$ cat config.mk
export PLATFORM = sky130hd
export DESIGN_NAME = gnrp_div
export DESIGN_NICKNAME = d
export VERILOG_FILES = /design/src/hdl/gnrp_div.sv
export SDC_FILE = /design/constraint.sdc
export NUM_CORES = 1
export LEC_CHECK = 0
export BUFFER_PORTS_ARGS = -buffer_cell sky130_fd_sc_hd__buf_2
export CAP_MARGIN = 25
export CELL_PAD_IN_SITES_DETAIL_PLACEMENT = 1
export CELL_PAD_IN_SITES_GLOBAL_PLACEMENT = 2
export CORE_ASPECT_RATIO = 0.6
export CORE_MARGIN = 3
export CORE_UTILIZATION = 30
export DETAILED_ROUTE_END_ITERATION = 8
export MAX_ROUTING_LAYER = met4
export PLACE_DENSITY_LB_ADDON = 0.1
export SLEW_MARGIN = 20
export SYNTH_ARGS = -nofsm -noshare
export SYNTH_HDL_FRONTEND = slang
export SYNTH_SLANG_ARGS = --single-unit
$ cat constraint.sdc
create_clock -name clk -period 3.1 [get_ports clk]
set_input_delay 0.62 -clock clk [delete_from_list [all_inputs] [get_ports clk]]
set_output_delay 0.62 -clock clk [all_outputs]
set_load 0.005 [all_outputs]
$ cat src/hdl/gnrp_div.sv
// Restoring divider that forms one quotient bit per cycle after latching a product.
`default_nettype none
module gnrp_div #(
	parameter int NUM_W = 19,
	parameter int DEN_W = 10
) (
	input  wire logic             clk,
	input  wire logic             arst_n,
	input  wire logic             start,
	input  wire logic [NUM_W-1:0] num,
	input  wire logic [DEN_W-1:0] den,
	output logic                  done,
	output logic      [NUM_W-1:0] quot
);

	localparam int CNT_W = $clog2(NUM_W + 1);

	logic [NUM_W-1:0] n_q;
	logic [DEN_W-1:0] den_q;
	logic [DEN_W-1:0] rem_q;
	logic [CNT_W-1:0] cnt_q;
	logic             done_q;
	logic [DEN_W:0]   trial;
	logic             fits;

	assign trial = {rem_q, n_q[NUM_W-1]};
	assign fits  = trial >= {1'b0, den_q};

	always_ff @(posedge clk or negedge arst_n) begin
		if (!arst_n) begin
			cnt_q  <= '0;
			done_q <= 1'b0;
		end else begin
			done_q <= 1'b0;
			if (start) begin
				cnt_q <= CNT_W'(NUM_W);
			end else if (cnt_q != '0) begin
				cnt_q <= cnt_q - CNT_W'(1);
				if (cnt_q == CNT_W'(1)) begin
					done_q <= 1'b1;
				end
			end
		end
	end

	always_ff @(posedge clk) begin
		if (start) begin
			n_q   <= num;
			den_q <= den;
			rem_q <= '0;
		end else if (cnt_q != '0) begin
			n_q <= {n_q[NUM_W-2:0], fits};
			if (fits) begin
				rem_q <= DEN_W'(trial - {1'b0, den_q});
			end else begin
				rem_q <= trial[DEN_W-1:0];
			end
		end
	end

	assign done = done_q;
	assign quot = n_q;

endmodule
`default_nettype wire

==> impl_metrics.ini <==
[run_status]
outcome = finished, final reports clean

[synthesis]
synth_seq_cells = 45
synth_top_area_share = 0.363
netlist_area_um2 = 2400
ys_async_sr_fraction = 0.133
synth_warnings = 0
synthDistinctLibCells = 44
synth.net_count = 255
synth_common_cells = 29 x edfxtp_1, 20 x nor2_1, 19 x mux2_2
syn_inst = 209
yosysMostFrequentCell = edfxtp_1
syn_avg_cell_area_um2 = 11.5
yosysTopAreaCell = edfxtp_1
synth-seq-area-share = 0.509
ys.flop_type = edfxtp_1
synth_area_leaders = edfxtp_1 36%, mux2_2 8.9%, dfxtp_1 8.4%
synth_edf_count = 29

[final_layout]
areaGrowthSynthToFinish_pct = 22.2
layout.nets = 308
layout-drive-gt1-share = 0.319

[floorplan]
io_pins = 52
dieArea_um2 = 9140
num_rows = 24
initial_utilization = 0.319
die_y_um = 75.2
coreArea_um2 = 7510
die_x_um = 121

[clock_tree]
hold_buffers = 0
clkSlewWorstSetupHoldPaths_ps = 70
cts_inserted_buffers = 5
clockRootBuffer = clkbuf_16
ctsResizeCount = 0
cts_tree = done
insertion_delay_ps = 290
htreeDepth = 2
clock-sinks = 45
cts_buffer_depth = 2
postCtsSetupBuffers = 0

[power_and_ir_drop]
p_clk_frac = 0.394
power_density_nw_per_um2 = 536
p_leak_nw = 1.28
seq_power_share = 0.457
swShare = 0.244
internal_power_mw = 1.19
power_switching_mw = 0.383
vdd_ir_drop_max_v = 0.000213
total_power_mw = 1.57
p_comb_frac = 0.149

[timing]
setup_violations = 0
slew_headroom = 0.460
tightest_slew_ps = 808
setup_tns_ps = 0
fmax_ghz = 0.386
hold_violations = 0
post-route-min-period_ps = 2590
rsz0062_at_grt = false
slew_violations = 0
period_share = 0.835
skew_ps = 4.35

[place]
dp_hpwl_um = 4370
place.gp.congestion = 0.775
io_buffers = 51

[detailed_routing]
ant_nets = 0
first_pass_iters = 4
num_vias = 1769
routedWlPerCell_um = 16.3
routed_wl_um = 5980
route.detailed.drc = 0
drt_first_iter_violations = 61
via_per_inst = 4.81

[grt]
antenna_found_initial = 1
track_usage = 0.148
grt_max_degree = 42
grt_pass1_vias = 1826
grt_pass1_wl_um = 9880
globalRoute.totalOverflow = 0

[critical_path]
max_stage_delay_ps = 430
critical_path_buf_inv_count = 2
reg2reg_from = quot[18]
cp.required_ps = 3300
path_delay_family = compound AO/OA/AOI/OAI gates
cp_slowest_cell = fa_1
cp_data_arrival_time_ps = 2790
crit_type = register to register
cp-start-kind = register
crit_start = quot[18]
cp-end-kind = register
cp_max_fo = 3
cp_cell_sequence = inv_1 -> ha_1 -> inv_1 -> fa_1 -> a211oi_1 -> nor2_1 -> o31a_2 -> o31ai_1 -> xor2_1 -> o31ai_1

[flow_run]
drv_cap = 0

[worst_hold_path]
hold_class = input pin to async pin
==> state kept, by name, indices dropped and copies added, names as in the netlist <==
signal / cells
quot: 19
cnt_q: 5
rem_q: 10
den_q: 10
done: 1
==> cell usage in the layout (no fill, tap or decap), types with 2 or more instances in the layout <==
| master | synthesis | layout |
|---|---|---|
| buf_2 | 0 | 51 |
| edfxtp_1 | 29 | 29 |
| nor2_1 | 20 | 20 |
| mux2_2 | 19 | 19 |
| inv_1 | 14 | 14 |
| ha_1 | 13 | 13 |
| nand2_1 | 10 | 10 |
| a211oi_1 | 10 | 10 |
| dfxtp_1 | 10 | 10 |
| a21oi_1 | 9 | 9 |
| nor3_1 | 8 | 8 |
| o21ai_0 | 7 | 7 |
| mux2i_1 | 6 | 6 |
| dfrtp_1 | 6 | 6 |
| clkbuf_16 | 0 | 5 |
| o21a_1 | 4 | 4 |
| nor2b_1 | 3 | 3 |
| a21o_1 | 2 | 2 |
| and4_1 | 2 | 2 |
| nor4_1 | 2 | 2 |
| and2_1 | 2 | 2 |
| and3_1 | 2 | 2 |
| o31ai_1 | 2 | 2 |
| xor2_1 | 2 | 2 |
| nand3_1 | 2 | 2 |
| xnor2_1 | 2 | 2 |
==> through the flow <==
stage / cells / worst slack, ps / instance area [um2] / utilization / hold WS [ps]
floorplan: 209 / 817 / 2400 / - / 324
global placement: 359 / 527 / 2760 / 0.368 / 459
detailed placement: 359 / 539 / 2760 / 0.368 / 457
CTS: 367 / 525 / 2930 / 0.390 / 144
global route: 368 / 293 / 2930 / 0.390 / 149
finish: 368 / 511 / 2930 / 0.390 / 143
==> metal layers <==
layer  vias up  GRT usage  routed length (um)
li1        891          -                   -
met1       840      0.218                3410
met2        33      0.194                2230
met3         5     0.0458                 296
met4         0     0.0373                  48
met5         -          -                   0
==> worst reg2reg max path, delay by kind of cell, from the launching register on <==
family                     cells  cell delay [ps]
AOI/OAI and AO/OA              4             1110
adders and majority gates      2              600
DFF                            1              410
buffers and inverters          2              160
and+or+nand+nor                1              130
xor gates and xnor gates       1              100
==> final timing paths <==
| path | to | slack, ps | cells past startpoint |
|---|---|---|---|
| min in group clk | den_q[7] | 500 | 1 |
| setup / recovery | rem_q[8] | 510 | 10 |
| max in group asynchronous | cnt_q[0] | 2810 | 1 |
| setup reg to reg | rem_q[8] | 510 | 10 |
| hold / removal | cnt_q[2] | 140 | 1 |
| hold reg to reg | rem_q[5] | 530 | 2 |
==> final cells by class <==
class                           instances  area, um2
Antenna cell                            1       2.50
Clock buffer                            6        129
Tap cell                              104        130
Fill cell                             827       4580
Inverter                               14       52.6
Timing Repair Buffer                   52        263
Multi-Input combinational cell        144       1090
Clock inverter                          2       38.8
Sequential cell                        45       1220
==> power groups by stage <==
stage	sequential, mW	combinational [mW]	clock, mW
final	0.717	0.234	0.619
after global routing	0.725	0.264	0.658
after CTS	0.719	0.238	0.635
after detailed placement	0.730	0.235	0
after global placement	0.730	0.238	0
after floorplan	0.727	0.145	0
==> cell families (layout without fill, tap and decap cells) <==
logic type,after synthesis,in the layout,synth area share
fa+ha+maj,14,14,0.0762
other cells,0,1,0
buf+inv,20,74,0.0344
flops,45,45,0.509
mux,25,25,0.114
xor+xnor,4,4,0.0146
compound gates,45,45,0.137
simple gates,56,56,0.114
Power figures use the tool's default switching activity.
